[src/hdl/rar_pkg.sv]
// rar_pkg: shared widths, mode codes and core command types for the rational unit
// no dependencies; imported by rar_mul, rar_core, rational_arith_reduce_unit and the bench

package rar_pkg;

    // field widths of the beat
    localparam int MODE_W    = 4;
    localparam int NUM_W     = 16;
    localparam int DEN_W     = 15;
    localparam int RES_NUM_W = 32;
    localparam int RES_DEN_W = 31;

    // datapath widths
    localparam int MUL_W  = NUM_W + 1;
    localparam int CORE_W = 32;
    localparam int CNT_W  = $clog2(CORE_W);
    localparam int ADD_W  = CORE_W + 1;

    // operation codes
    localparam logic [MODE_W-1:0] MODE_ADD = 4'd0;
    localparam logic [MODE_W-1:0] MODE_SUB = 4'd1;
    localparam logic [MODE_W-1:0] MODE_MUL = 4'd2;
    localparam logic [MODE_W-1:0] MODE_DIV = 4'd3;
    localparam logic [MODE_W-1:0] MODE_GT  = 4'd4;
    localparam logic [MODE_W-1:0] MODE_LT  = 4'd5;
    localparam logic [MODE_W-1:0] MODE_GE  = 4'd6;
    localparam logic [MODE_W-1:0] MODE_LE  = 4'd7;
    localparam logic [MODE_W-1:0] MODE_EQ  = 4'd8;
    localparam logic [MODE_W-1:0] MODE_NE  = 4'd9;

    // commands to the iterative gcd / divide core
    typedef enum logic [2:0] {
        OP_NOP        = 3'd0,
        OP_GCD_LOAD   = 3'd1,
        OP_GCD_STEP   = 3'd2,
        OP_SCALE_STEP = 3'd3,
        OP_DIV_LOAD   = 3'd4,
        OP_DIV_STEP   = 3'd5
    } t_core_op;

    typedef struct packed {
        t_core_op           op;
        logic [CORE_W-1:0]  opa;
        logic [CORE_W-1:0]  opb;
    } t_core_cmd;

    typedef struct packed {
        logic gcd_done;
        logic scale_done;
        logic div_last;
    } t_core_stat;

endpackage

[src/hdl/rar_mul.sv]
// rar_mul: registered signed multiplier shared by all product steps
// depends on rar_pkg for MUL_W

module rar_mul
    import rar_pkg::*;
(
    input  logic                      i_clk,
    input  logic signed [MUL_W-1:0]   i_a,
    input  logic signed [MUL_W-1:0]   i_b,
    output logic signed [2*MUL_W-1:0] o_p
);

    logic signed [2*MUL_W-1:0] r_p;

    // one product per cycle, result registered for the cycle after its operands
    always_ff @(posedge i_clk) begin
        r_p <= i_a * i_b;
    end

    assign o_p = r_p;

endmodule

[src/hdl/rar_core.sv]
// rar_core: iterative binary gcd, power-of-two rescale and restoring divide
// depends on rar_pkg for core command and status types; one shared subtractor

module rar_core
    import rar_pkg::*;
(
    input  logic              i_clk,
    input  t_core_cmd         i_cmd,
    output t_core_stat        o_stat,
    output logic [CORE_W-1:0] o_quot
);

    logic [CORE_W-1:0] r_u, n_u;
    logic [CORE_W-1:0] r_v, n_v;
    logic [CORE_W-1:0] r_rem, n_rem;
    logic [CNT_W-1:0]  r_k, n_k;
    logic [CNT_W-1:0]  r_cnt, n_cnt;
    logic [CORE_W-1:0] w_x;
    logic [CORE_W:0]   w_diff;
    logic              w_ge;

    // shared subtractor: gcd difference or trial remainder
    always_comb begin
        if (i_cmd.op == OP_DIV_STEP) begin
            w_x = {r_rem[CORE_W-2:0], r_u[CORE_W-1]};
        end else begin
            w_x = r_u;
        end
        w_diff = {1'b0, w_x} - {1'b0, r_v};
        w_ge   = ~w_diff[CORE_W];
    end

    // next values per command
    always_comb begin
        n_u   = r_u;
        n_v   = r_v;
        n_rem = r_rem;
        n_k   = r_k;
        n_cnt = r_cnt;
        case (i_cmd.op)
            OP_GCD_LOAD: begin
                n_u = i_cmd.opa;
                n_v = i_cmd.opb;
                n_k = '0;
            end
            OP_GCD_STEP: begin
                if (!r_u[0] && !r_v[0]) begin
                    // common factor of two
                    n_u = r_u >> 1;
                    n_v = r_v >> 1;
                    n_k = r_k + CNT_W'(1);
                end else if (!r_u[0]) begin
                    n_u = r_u >> 1;
                end else if (!r_v[0]) begin
                    n_v = r_v >> 1;
                end else if (w_ge) begin
                    n_u = w_diff[CORE_W-1:0] >> 1;
                end else begin
                    // keep u the larger one
                    n_u = r_v;
                    n_v = r_u;
                end
            end
            OP_SCALE_STEP: begin
                n_v = r_v << 1;
                n_k = r_k - CNT_W'(1);
            end
            OP_DIV_LOAD: begin
                n_u   = i_cmd.opa;
                n_rem = '0;
                n_cnt = '0;
            end
            OP_DIV_STEP: begin
                n_rem = w_ge ? w_diff[CORE_W-1:0] : w_x;
                n_u   = {r_u[CORE_W-2:0], w_ge};
                n_cnt = r_cnt + CNT_W'(1);
            end
            default: begin
            end
        endcase
    end

    always_ff @(posedge i_clk) begin
        r_u   <= n_u;
        r_v   <= n_v;
        r_rem <= n_rem;
        r_k   <= n_k;
        r_cnt <= n_cnt;
    end

    assign o_stat.gcd_done   = (r_u == '0);
    assign o_stat.scale_done = (r_k == '0);
    assign o_stat.div_last   = (r_cnt == CNT_W'(CORE_W - 1));
    assign o_quot            = r_u;

endmodule

[src/hdl/rational_arith_reduce_unit.sv]
// rational_arith_reduce_unit: fraction add/sub/mul/div with gcd reduction, and compares
// compares, unused modes and division by zero go from the products and compare to the strobe
// a zero numerator stops at the abs step; others run gcd, power-of-two rescale, both divides
// throughput: one beat at a time, busy stays high until the result strobe
// all arithmetic goes through one multiplier, one add/sub and the gcd/divide subtractor
// reset: synchronous active low, returns to idle with no strobe pending

module rational_arith_reduce_unit
    import rar_pkg::*;
#(
    parameter int OPERAND_BITS = 16
) (
    input  logic                        i_clk,
    input  logic                        i_rst_n,
    input  logic                        start,
    output logic                        busy,
    input  logic [MODE_W-1:0]           i_mode,
    input  logic signed [NUM_W-1:0]     i_a_num,
    input  logic [DEN_W-1:0]            i_a_den,
    input  logic signed [NUM_W-1:0]     i_b_num,
    input  logic [DEN_W-1:0]            i_b_den,
    output logic                        o_done,
    output logic signed [RES_NUM_W-1:0] o_result_num,
    output logic [RES_DEN_W-1:0]        o_result_den,
    output logic                        o_compare_true,
    output logic                        o_status
);

    localparam int NUM_KEEP = (OPERAND_BITS < NUM_W) ? OPERAND_BITS : NUM_W;
    localparam int DEN_KEEP = (OPERAND_BITS - 1 < DEN_W) ? OPERAND_BITS - 1 : DEN_W;
    localparam int NUM_SH   = NUM_W - NUM_KEEP;
    localparam logic [DEN_W-1:0] DEN_MASK = DEN_W'((1 << DEN_KEEP) - 1);

    typedef enum logic [9:0] {
        S_IDLE  = 10'b00_0000_0001,
        S_MUL   = 10'b00_0000_0010,
        S_PREP  = 10'b00_0000_0100,
        S_ABS   = 10'b00_0000_1000,
        S_GCD   = 10'b00_0001_0000,
        S_SCALE = 10'b00_0010_0000,
        S_DIVN  = 10'b00_0100_0000,
        S_QN    = 10'b00_1000_0000,
        S_DIVD  = 10'b01_0000_0000,
        S_FIN   = 10'b10_0000_0000
    } t_state;

    t_state r_state, n_state;
    logic [1:0] r_step;

    // operand registers
    logic [MODE_W-1:0]        r_mode;
    logic signed [MUL_W-1:0]  r_an, r_bn;
    logic [DEN_W-1:0]         r_ad, r_bd;
    logic signed [CORE_W-1:0] r_lhs, r_rhs, r_den;
    logic signed [ADD_W-1:0]  r_num;
    logic [CORE_W-1:0]        r_mag, r_qn;
    logic r_neg, r_zero, r_cmp, r_stat;

    // output registers
    logic                        r_done;
    logic signed [RES_NUM_W-1:0] r_res_num;
    logic [RES_DEN_W-1:0]        r_res_den;
    logic                        r_res_cmp, r_res_stat;

    // input conditioning
    logic signed [NUM_W-1:0] w_a_sh, w_b_sh, w_a_ext, w_b_ext;
    logic [DEN_W-1:0]        w_ad_m, w_bd_m, w_ad, w_bd;
    logic signed [MUL_W-1:0] w_an17, w_bn17;
    logic                    w_flip;

    assign w_a_sh  = i_a_num <<< NUM_SH;
    assign w_b_sh  = i_b_num <<< NUM_SH;
    assign w_a_ext = w_a_sh >>> NUM_SH;
    assign w_b_ext = w_b_sh >>> NUM_SH;
    assign w_ad_m  = i_a_den & DEN_MASK;
    assign w_bd_m  = i_b_den & DEN_MASK;
    assign w_ad    = (w_ad_m == '0) ? DEN_W'(1) : w_ad_m;
    assign w_bd    = (w_bd_m == '0) ? DEN_W'(1) : w_bd_m;
    assign w_an17  = {w_a_ext[NUM_W-1], w_a_ext};
    assign w_bn17  = {w_b_ext[NUM_W-1], w_b_ext};
    // division moves the divisor's sign onto the numerator
    assign w_flip  = (i_mode == MODE_DIV) && w_b_ext[NUM_W-1];

    // multiplier operand select per product step
    logic signed [MUL_W-1:0]   w_ad_s, w_bd_s, w_ma, w_mb;
    logic signed [2*MUL_W-1:0] w_prod;

    assign w_ad_s = $signed({{(MUL_W-DEN_W){1'b0}}, r_ad});
    assign w_bd_s = $signed({{(MUL_W-DEN_W){1'b0}}, r_bd});

    always_comb begin
        case (r_step)
            2'd1: begin
                w_ma = r_bn;
                w_mb = w_ad_s;
            end
            2'd2: begin
                w_ma = w_ad_s;
                w_mb = (r_mode == MODE_DIV) ? r_bn : w_bd_s;
            end
            default: begin
                w_ma = r_an;
                w_mb = (r_mode == MODE_MUL) ? r_bn : w_bd_s;
            end
        endcase
    end

    rar_mul u_mul (
        .i_clk (i_clk),
        .i_a   (w_ma),
        .i_b   (w_mb),
        .o_p   (w_prod)
    );

    // shared add/sub: combine, compare, absolute value, final sign
    logic signed [ADD_W-1:0] w_x, w_y, w_sum;
    logic                    w_inv;

    always_comb begin
        case (r_state)
            S_PREP: begin
                w_x   = {r_lhs[CORE_W-1], r_lhs};
                w_y   = {r_rhs[CORE_W-1], r_rhs};
                w_inv = (r_mode != MODE_ADD);
            end
            S_ABS: begin
                w_x   = '0;
                w_y   = r_num;
                w_inv = 1'b1;
            end
            default: begin
                w_x   = '0;
                w_y   = {1'b0, r_qn};
                w_inv = 1'b1;
            end
        endcase
        w_sum = w_x + (w_inv ? ~w_y : w_y) + {{(ADD_W-1){1'b0}}, w_inv};
    end

    // compare outcome from lhs - rhs
    logic w_dneg, w_dzero, w_cmp, w_to_abs;

    assign w_dneg  = w_sum[ADD_W-1];
    assign w_dzero = (w_sum == '0);

    always_comb begin
        case (r_mode)
            MODE_GT: w_cmp = !w_dneg && !w_dzero;
            MODE_LT: w_cmp = w_dneg;
            MODE_GE: w_cmp = !w_dneg;
            MODE_LE: w_cmp = w_dneg || w_dzero;
            MODE_EQ: w_cmp = w_dzero;
            MODE_NE: w_cmp = !w_dzero;
            default: w_cmp = 1'b0;
        endcase
    end

    assign w_to_abs = (r_mode == MODE_ADD) || (r_mode == MODE_SUB) ||
                      (r_mode == MODE_MUL) || ((r_mode == MODE_DIV) && (r_bn != '0));

    // gcd / divide core
    t_core_cmd         w_cmd;
    t_core_stat        w_stat;
    logic [CORE_W-1:0] w_quot;
    logic [CORE_W-1:0] w_mag;

    assign w_mag = r_num[ADD_W-1] ? w_sum[CORE_W-1:0] : r_num[CORE_W-1:0];

    always_comb begin
        w_cmd.op  = OP_NOP;
        w_cmd.opa = r_mag;
        w_cmd.opb = r_den;
        case (r_state)
            S_ABS: begin
                w_cmd.op  = OP_GCD_LOAD;
                w_cmd.opa = w_mag;
            end
            S_GCD: begin
                if (!w_stat.gcd_done) begin
                    w_cmd.op = OP_GCD_STEP;
                end
            end
            S_SCALE: begin
                w_cmd.op = w_stat.scale_done ? OP_DIV_LOAD : OP_SCALE_STEP;
            end
            S_DIVN, S_DIVD: begin
                w_cmd.op = OP_DIV_STEP;
            end
            S_QN: begin
                w_cmd.op  = OP_DIV_LOAD;
                w_cmd.opa = r_den;
            end
            default: begin
            end
        endcase
    end

    rar_core u_core (
        .i_clk  (i_clk),
        .i_cmd  (w_cmd),
        .o_stat (w_stat),
        .o_quot (w_quot)
    );

    // sequencer
    always_comb begin
        n_state = r_state;
        case (r_state)
            S_IDLE:  if (start) n_state = S_MUL;
            S_MUL:   if (r_step == 2'd3) n_state = S_PREP;
            S_PREP:  n_state = w_to_abs ? S_ABS : S_FIN;
            S_ABS:   n_state = (r_num == '0) ? S_FIN : S_GCD;
            S_GCD:   if (w_stat.gcd_done) n_state = S_SCALE;
            S_SCALE: if (w_stat.scale_done) n_state = S_DIVN;
            S_DIVN:  if (w_stat.div_last) n_state = S_QN;
            S_QN:    n_state = S_DIVD;
            S_DIVD:  if (w_stat.div_last) n_state = S_FIN;
            S_FIN:   n_state = S_IDLE;
            default: n_state = S_IDLE;
        endcase
    end

    always_ff @(posedge i_clk) begin
        if (!i_rst_n) begin
            r_state <= S_IDLE;
            r_step  <= 2'd0;
            r_done  <= 1'b0;
        end else begin
            r_state <= n_state;
            r_done  <= (r_state == S_FIN);
            if (r_state == S_MUL) begin
                r_step <= r_step + 2'd1;
            end else begin
                r_step <= 2'd0;
            end
        end
    end

    // datapath registers
    always_ff @(posedge i_clk) begin
        case (r_state)
            S_IDLE: begin
                if (start) begin
                    r_mode <= i_mode;
                    r_an   <= w_flip ? -w_an17 : w_an17;
                    r_bn   <= w_flip ? -w_bn17 : w_bn17;
                    r_ad   <= w_ad;
                    r_bd   <= w_bd;
                    r_zero <= 1'b0;
                    r_cmp  <= 1'b0;
                    r_stat <= 1'b0;
                end
            end
            S_MUL: begin
                case (r_step)
                    2'd1:    r_lhs <= w_prod[CORE_W-1:0];
                    2'd2:    r_rhs <= w_prod[CORE_W-1:0];
                    2'd3:    r_den <= w_prod[CORE_W-1:0];
                    default: begin
                    end
                endcase
            end
            S_PREP: begin
                r_cmp <= w_cmp;
                if ((r_mode == MODE_ADD) || (r_mode == MODE_SUB)) begin
                    r_num <= w_sum;
                end else begin
                    r_num <= {r_lhs[CORE_W-1], r_lhs};
                end
                if (!w_to_abs) begin
                    r_zero <= 1'b1;
                end
                if ((r_mode == MODE_DIV) && (r_bn == '0)) begin
                    r_stat <= 1'b1;
                end
            end
            S_ABS: begin
                r_neg <= r_num[ADD_W-1];
                r_mag <= w_mag;
                if (r_num == '0) begin
                    r_zero <= 1'b1;
                end
            end
            S_QN: begin
                r_qn <= w_quot;
            end
            S_FIN: begin
                r_res_cmp  <= r_cmp;
                r_res_stat <= r_stat;
                if (r_zero) begin
                    r_res_num <= '0;
                    r_res_den <= RES_DEN_W'(1);
                end else begin
                    r_res_num <= r_neg ? w_sum[RES_NUM_W-1:0] : r_qn;
                    r_res_den <= w_quot[RES_DEN_W-1:0];
                end
            end
            default: begin
            end
        endcase
    end

    assign busy           = (r_state != S_IDLE);
    assign o_done         = r_done;
    assign o_result_num   = r_res_num;
    assign o_result_den   = r_res_den;
    assign o_compare_true = r_res_cmp;
    assign o_status       = r_res_stat;

endmodule

[config.mk]
export PLATFORM = sky130hd
export DESIGN_NAME = rational_arith_reduce_unit
export DESIGN_NICKNAME = d
export VERILOG_FILES = /design/src/hdl/rar_pkg.sv /design/src/hdl/rar_mul.sv /design/src/hdl/rar_core.sv /design/src/hdl/rational_arith_reduce_unit.sv
export SDC_FILE = /design/constraint.sdc
export NUM_CORES = 2
export LEC_CHECK = 0
export BUFFER_PORTS_ARGS = -buffer_cell sky130_fd_sc_hd__buf_2
export CELL_PAD_IN_SITES_DETAIL_PLACEMENT = 0
export CELL_PAD_IN_SITES_GLOBAL_PLACEMENT = 1
export CORE_ASPECT_RATIO = 0.8
export CORE_MARGIN = 4
export CORE_UTILIZATION = 54
export DETAILED_ROUTE_END_ITERATION = 7
export PLACE_DENSITY = 0.89
export REMOVE_ABC_BUFFERS = 1
export SLEW_MARGIN = 20
export SYNTH_ARGS = -nofsm -noshare
export SYNTH_HDL_FRONTEND = slang
export SYNTH_SLANG_ARGS = --single-unit
[constraint.sdc]
create_clock -name i_clk -period 13.8 [get_ports i_clk]
set_clock_uncertainty 0.15 [all_clocks]
set_input_delay 2.07 -clock i_clk [delete_from_list [all_inputs] [get_ports i_clk]]
set_output_delay 2.07 -clock i_clk [all_outputs]
set_load 0.05 [all_outputs]
=== Word level (Yosys, flattened, before mapping) ===
Cells that the tools add are included.

* Input bits: 69
* Word-level logic and storage cells: 178
* Flip-flop bits (word level): 480
* Output and inout bits: 67

* Reduce and logical (&&, ||, !) cells: 43
* Multipliers: 1
* Multiplexer cells: 50
* Equal/unequal tests: 43
* $add $sub $neg: 9
* Bitwise logic cells: 2

{| class="wikitable"
|+ Operators with widths
! cell !! number
|-
| $mux 32 || 11
|-
| $pmux 32 s3 || 2
|-
| $mux 33 || 3
|-
| $pmux 10 s9 || 1
|-
| $mux 10 || 8
|-
| $mux 17 || 4
|-
| $pmux 17 s2 || 2
|-
| $logic_not 33->1 || 2
|-
| $pmux 33 s2 || 1
|-
| $pmux 32 s2 || 1
|-
| $pmux 31 s2 || 1
|-
| $neg 16->17 || 2
|-
| $add 33x1->33 || 1
|-
| $add 33x33->33 || 1
|-
| $not 33->33 || 1
|-
| $sub 32x32->33 || 1
|-
| $logic_not 32->1 || 1
|-
| $mul 17x17->32 || 1
|-
| $mux 31 || 1
|-
| $logic_not 15->1 || 2
|-
| $reduce_and 2->1 || 9
|-
| $logic_not 17->1 || 1
|-
| $reduce_bool 17->1 || 1
|-
| $eq 4x3->1 const B || 4
|-
| other kinds (50) || 86
|}

=== Logic depth before layout (Yosys ltp) ===
* Word-level depth: 11
* Mapped depth: 33
* Mapped depth without buffers: 31

=== By module ===
From an unflattened synthesis, not the netlist that was laid out.

* Cell total of the unflattened synthesis: 3723
* Area total of the unflattened synthesis: 37113.1 um^2

{| class="wikitable"
|+ By module, submodules not included
! module !! times used !! area each (um^2) !! sequential area each (um^2) !! cells an instance
|-
| rational_arith_reduce_unit || 1 || 17663.2 || 10169.8 || 1574
|-
| rar_mul || 1 || 11469.8 || 680.7 || 1200
|-
| rar_core || 1 || 7980.2 || 3153.0 || 949
|}

=== Worst setup path before layout ===
OpenSTA, ideal clock, no wires.

* Kind: reg-to-reg
* From: register r_mode[0]
* To: register u_mul.r_p[31], in the netlist u_mul.o_p[31]
* Period minus slack after synthesis: 8072 ps
* Buffers on the path: 2
* Data required time: 13529 ps
* Data arrival time: 7802 ps
* Setup time: 121 ps
* Setup slack: 5728 ps
* Stages on the path, launching flop included: 27
* Cells stage by stage: edfxtp_1 clkbuf_1 nor3_1 nand2_1 buf_1 mux2_2 a221oi_1 nor2_1 fa_1 inv_1 fa_1 fa_1 fa_1 inv_1 fa_1 fa_1 ha_1 nand3_1 a2111oi_0 nor2_1 o21a_1 o21ai_0 nand2_1 o311ai_0 a31o_2 a31oi_1 xnor2_1

* Cells in the longest elaborated chain, start to end: 4
* Elaborated cells between the ends (all ways): 6
* Classes of those cells: 1 x mul; 2 x eq/ne; 3 x mux

{| class="wikitable"
|+ Ends and longest elaborated chain
! element !! RTL line !! RTL
|-
| start, declared || rational_arith_reduce_unit.sv:51 || <nowiki>logic [MODE_W-1:0] r_mode;</nowiki>
|-
| start signal, assigned || rational_arith_reduce_unit.sv:244 || <nowiki>r_mode <= i_mode;</nowiki>
|-
| $eq 4x2->1 (on tied branches) || rational_arith_reduce_unit.sv:103, rational_arith_reduce_unit.sv:99 ||
|-
| $mux 17 (on tied branches) || rational_arith_reduce_unit.sv:103, rational_arith_reduce_unit.sv:99 ||
|-
| $pmux 17 s2 * || rational_arith_reduce_unit.sv:92 || <nowiki>case (r_step)</nowiki>
|-
| $mul 17x17->32 * || rar_mul.sv:17 || <nowiki>r_p <= i_a * i_b;</nowiki>
|-
| end signal, assigned || rar_mul.sv:17 ||
|-
| end, declared || rar_mul.sv:13 || <nowiki>logic signed [2*MUL_W-1:0] r_p;</nowiki>
|}

Mark *: on every way between the ends. The rest lies on a longest branch, timed or not.
A chain may end at the register's enable or synchronous reset.

=== Worst setup path in the final report ===
* From: register r_step[0]
* To: register u_mul.r_p[31], in the netlist u_mul.o_p[31]

* Cells in the longest elaborated chain, start to end: 3
* Elaborated cells between the ends (all ways): 5
* Classes of those cells: 1 x mul; 2 x eq/ne; 2 x mux

{| class="wikitable"
|+ Ends and longest elaborated chain
! element !! RTL line !! RTL
|-
| start, declared || rational_arith_reduce_unit.sv:48 || <nowiki>logic [1:0] r_step;</nowiki>
|-
| start signal, assigned || rational_arith_reduce_unit.sv:232 || <nowiki>r_step <= r_step + 2'd1;</nowiki>
|-
| $eq 2x2->1 / $eq 2x1->1 (equally long branches) || rational_arith_reduce_unit.sv:92 ||
|-
| $pmux 17 s2 || rational_arith_reduce_unit.sv:92 ||
|-
| $mul 17x17->32 * || rar_mul.sv:17 ||
|}

Marked as above.

==> key figures <==
Outcome
  – Status: completed

Logic synthesis
  – Synth Register Bits: 480
  – Post-synthesis adder-cell area fraction: 0.211
  – Mapped Cells: between 3000 and 4000
  – Sequential fraction of the synthesis area: 0.386
  – Yosys synthesis warning count: 0
  – Post-synthesis mux area share: 0.0303
  – Synth cell types: 80
  – Synthesized area: 36200 µm²
  – Simple-gate share of the synthesized area: 0.146
  – Post-Synth XOR/XNOR Area: 0.0383
  – Post-synth ARST share: 0
  – Compound-Gate Fraction of Synth Area: 0.123
  – Largest family of logic cells by synthesized area: adder cells
  – Post-synth EDFFs: 435
  – Dominant cell type by area after synthesis: edfxtp_1
  – Synthesized area per cell: ~9.8 µm²
  – Most common flop cell mapped by yosys: edfxtp_1
  – Area contributors post-synth: edfxtp_1, fa_1, nand2_1
  – Synth top area share: 0.361

Timing
  – Hold Fails Final Rpt: 0
  – Setup TNS: 0 ns
  – Tmin final: around 9.4 ns
  – Fmax: 107 MHz
  – Min Hold Slack: 0.291 ns
  – Worst Max-Slew Pin Slew: 1.16 ns
  – Final setup viols: 0
  – Period utilisation layout: 0.678
  – RSZ-0062 raised after global routing: false
  – Slew Viols, Final: 0
  – Slew HR: 0.221

Drt
  – WL/cell: 21.6 µm
  – DR vias: 27800
  – Detailed Route Iter0 Violations: 3001
  – Vias/cell: 6.00
  – Router iterations before antenna repair: 6
  – Final WL: 100 mm
  – ANT nets after route: 0
  – DRC violations left: 0

Clock tree
  – Clock Path Buffers: 3
  – CTS H-tree depth: 2
  – Post-cts resize count: 0
  – CTS tree: done
  – CTS clk-pin slew, worst paths: 0.06 ns
  – Post-CTS Hold Buffers: 0
  – Clock Latency Late Sink: 0.62 ns
  – Clock sink count: 480
  – CTS Root Cell: clkbuf_16
  – Total CTS buffers: 50
  – Post CTS Setup Buffer Count: 0

GRT
  – Grt ovf: 0
  – Overall routing resource usage: 0.283
  – Largest net degree at the start of global routing: 69
  – Vias in the first global route: around 27000
  – First-pass GRT wire length: 158 mm
  – Antenna violations before repair: 1

Worst hold path
  – HP Class: reg2reg

Die
  – Ports: 136
  – Rows: 84
  – DIE WIDTH: 297 µm
  – Die Span Y: 240 µm
  – Initial core utilization: 0.548
  – Core area: 66000 µm²
  – Die Area: a little over 70000 µm²

Power
  – Combinational share of power: 0.685
  – Total power: between 10 and 15 mW
  – Pwr per Cell Area: ~260 nW/µm²
  – VDD IR max: 0.000717 V
  – Seq pwr share: 0.184
  – Clock power share: 0.132
  – Pint: 5.71 mW
  – Switching portion of total power: 0.450
  – NetSw: 4.68 mW
  – Leak pwr: between 15 and 20 nW

Placement
  – Port-buffer cells: around 140
  – Placed Area: 37800 µm²
  – Routability congestion estimate: just under 1
  – Detailed Place HPWL: 75.6 mm

Job
  – Max-cap violations: 0

Setup path
  – CP Launch Type: flip-flop
  – Setup CP Type: reg2reg
  – Critical Path Sink Type: flip-flop
  – CP peak stage delay: 0.57 ns
  – CP arrival: 9.70 ns
  – Most used cell along the critical path: fa_1
  – Crit-path max FO: 66
  – Max stage delay cell, worst path: nand2_1
  – WP data required: roughly 14 ns

Cells and area
  – Share of layout cells above drive strength 1: 0.0957
  – Final std cell area, no fill: between 30000 and 40000 µm²
  – Area delta synth->final: 8.98%
  – ANT cells: 0
  – Fin nets: 4239
## cell usage in the layout, fill, tap and decap left out, types with 31 or more instances in the layout
cell type,instances
nor2b_1,46
and3_1,41
clkbuf_16,50
mux2i_1,68
a22oi_1,45
edfxtp_1,435
xnor2_1,120
mux2_2,37
nor4_1,41
nor2_1,355
ha_1,154
nand2_1,531
xor2_1,38
buf_4,66
o211ai_1,38
inv_1,420
a21oi_1,187
o21a_1,32
a221oi_1,57
dfxtp_1,45
nor3_1,32
buf_2,135
o21ai_0,105
fa_1,285
a21o_1,31
## per-stage QoR
step                instances  setup slack (ns)   util
global placement         4538              4.72  0.573
global route             4631              3.90  0.597
CTS                      4631              4.58  0.597
finish                   4631              4.44  0.597
floorplan                3477              2.79      -
detailed placement       4538              4.63  0.573
## flip-flops by register name (all words and copies together), names as in the netlist, 4 cells and up
name           flops
r_num             33
r_bd              15
u_core.r_k         5
o_result_num      32
u_core.r_rem      31
r_mode             4
r_qn              32
r_den             32
r_mag             32
u_mul.o_p         32
u_core.r_v        32
r_bn              17
u_core.r_cnt       5
r_state           10
o_result_den      31
u_core.o_quot     32
r_lhs             32
r_rhs             32
r_an              17
r_ad              15
## cell families (layout without fill, tap and decap cells)
kind of cell	after synthesis	after routing
and+or+nand+nor	1203	1203
AOI/OAI and AO/OA	669	669
buffers and inverters	620	716
DFF	480	480
adders and majority gates	440	440
xor gates and xnor gates	158	158
muxes	105	105
## Yosys cell counts, types with 37 or more instances
cell	instances
a21oi_1	188
a221oi_1	63
a22oi_1	45
and3_1	42
clkbuf_1	164
dfxtp_1	45
edfxtp_1	435
fa_1	285
ha_1	155
inv_1	421
mux2_2	37
mux2i_1	68
nand2_1	531
nor2_1	361
nor2b_1	47
nor4_1	43
o211ai_1	38
o21ai_0	107
xnor2_1	120
xor2_1	38
## path summary, 6_finish.rpt
kind	slack, ns	to	cells past startpoint	from
max	4.44	u_mul.o_p[31]	28	r_step[0]
min	0.29	o_status	0	r_stat
max reg2reg	4.44	u_mul.o_p[31]	28	r_step[0]
min reg2reg	0.29	o_status	0	r_stat
## layer usage
metal	track usage	vias to the layer above	part of all wire
met5	0	-	0
li1	-	12700	-
met2	0.423	1309	0.43
met4	0.0558	0	0.018
met1	0.422	13600	0.44
met3	0.0733	126	0.11
## final cells by class
type	instances	area (µm²)
multi-input cells	2575	20000
well taps	860	1080
fillers	5629	26600
inverters	422	1590
clock inverters	26	283
flip-flops and latches	480	14000
clock buffers	67	1350
repair buffers	201	1170
## power groups by stage
stage	Sequential, mW	Combinational, mW	Clock (mW)
after floorplan	1.89	5.61	0
after global placement	1.94	6.90	0
after detailed placement	1.94	7.01	0
after CTS	1.91	7.10	1.38
after global routing	1.91	8.17	1.44
final	1.91	7.11	1.37
## critical path: cells and delay by family, from the launching register on
family | cells | cell delay [ns]
flip-flops | 1 | 0.39
buffers and inverters | 6 | 1.25
adder cells (fa/ha/maj) | 8 | 3.75
AO/OA/AOI/OAI | 8 | 2.44
XOR/XNOR | 1 | 0.13
AND/OR/NAND/NOR | 5 | 1.10
Note: power is estimated with default switching activity, not from simulation.
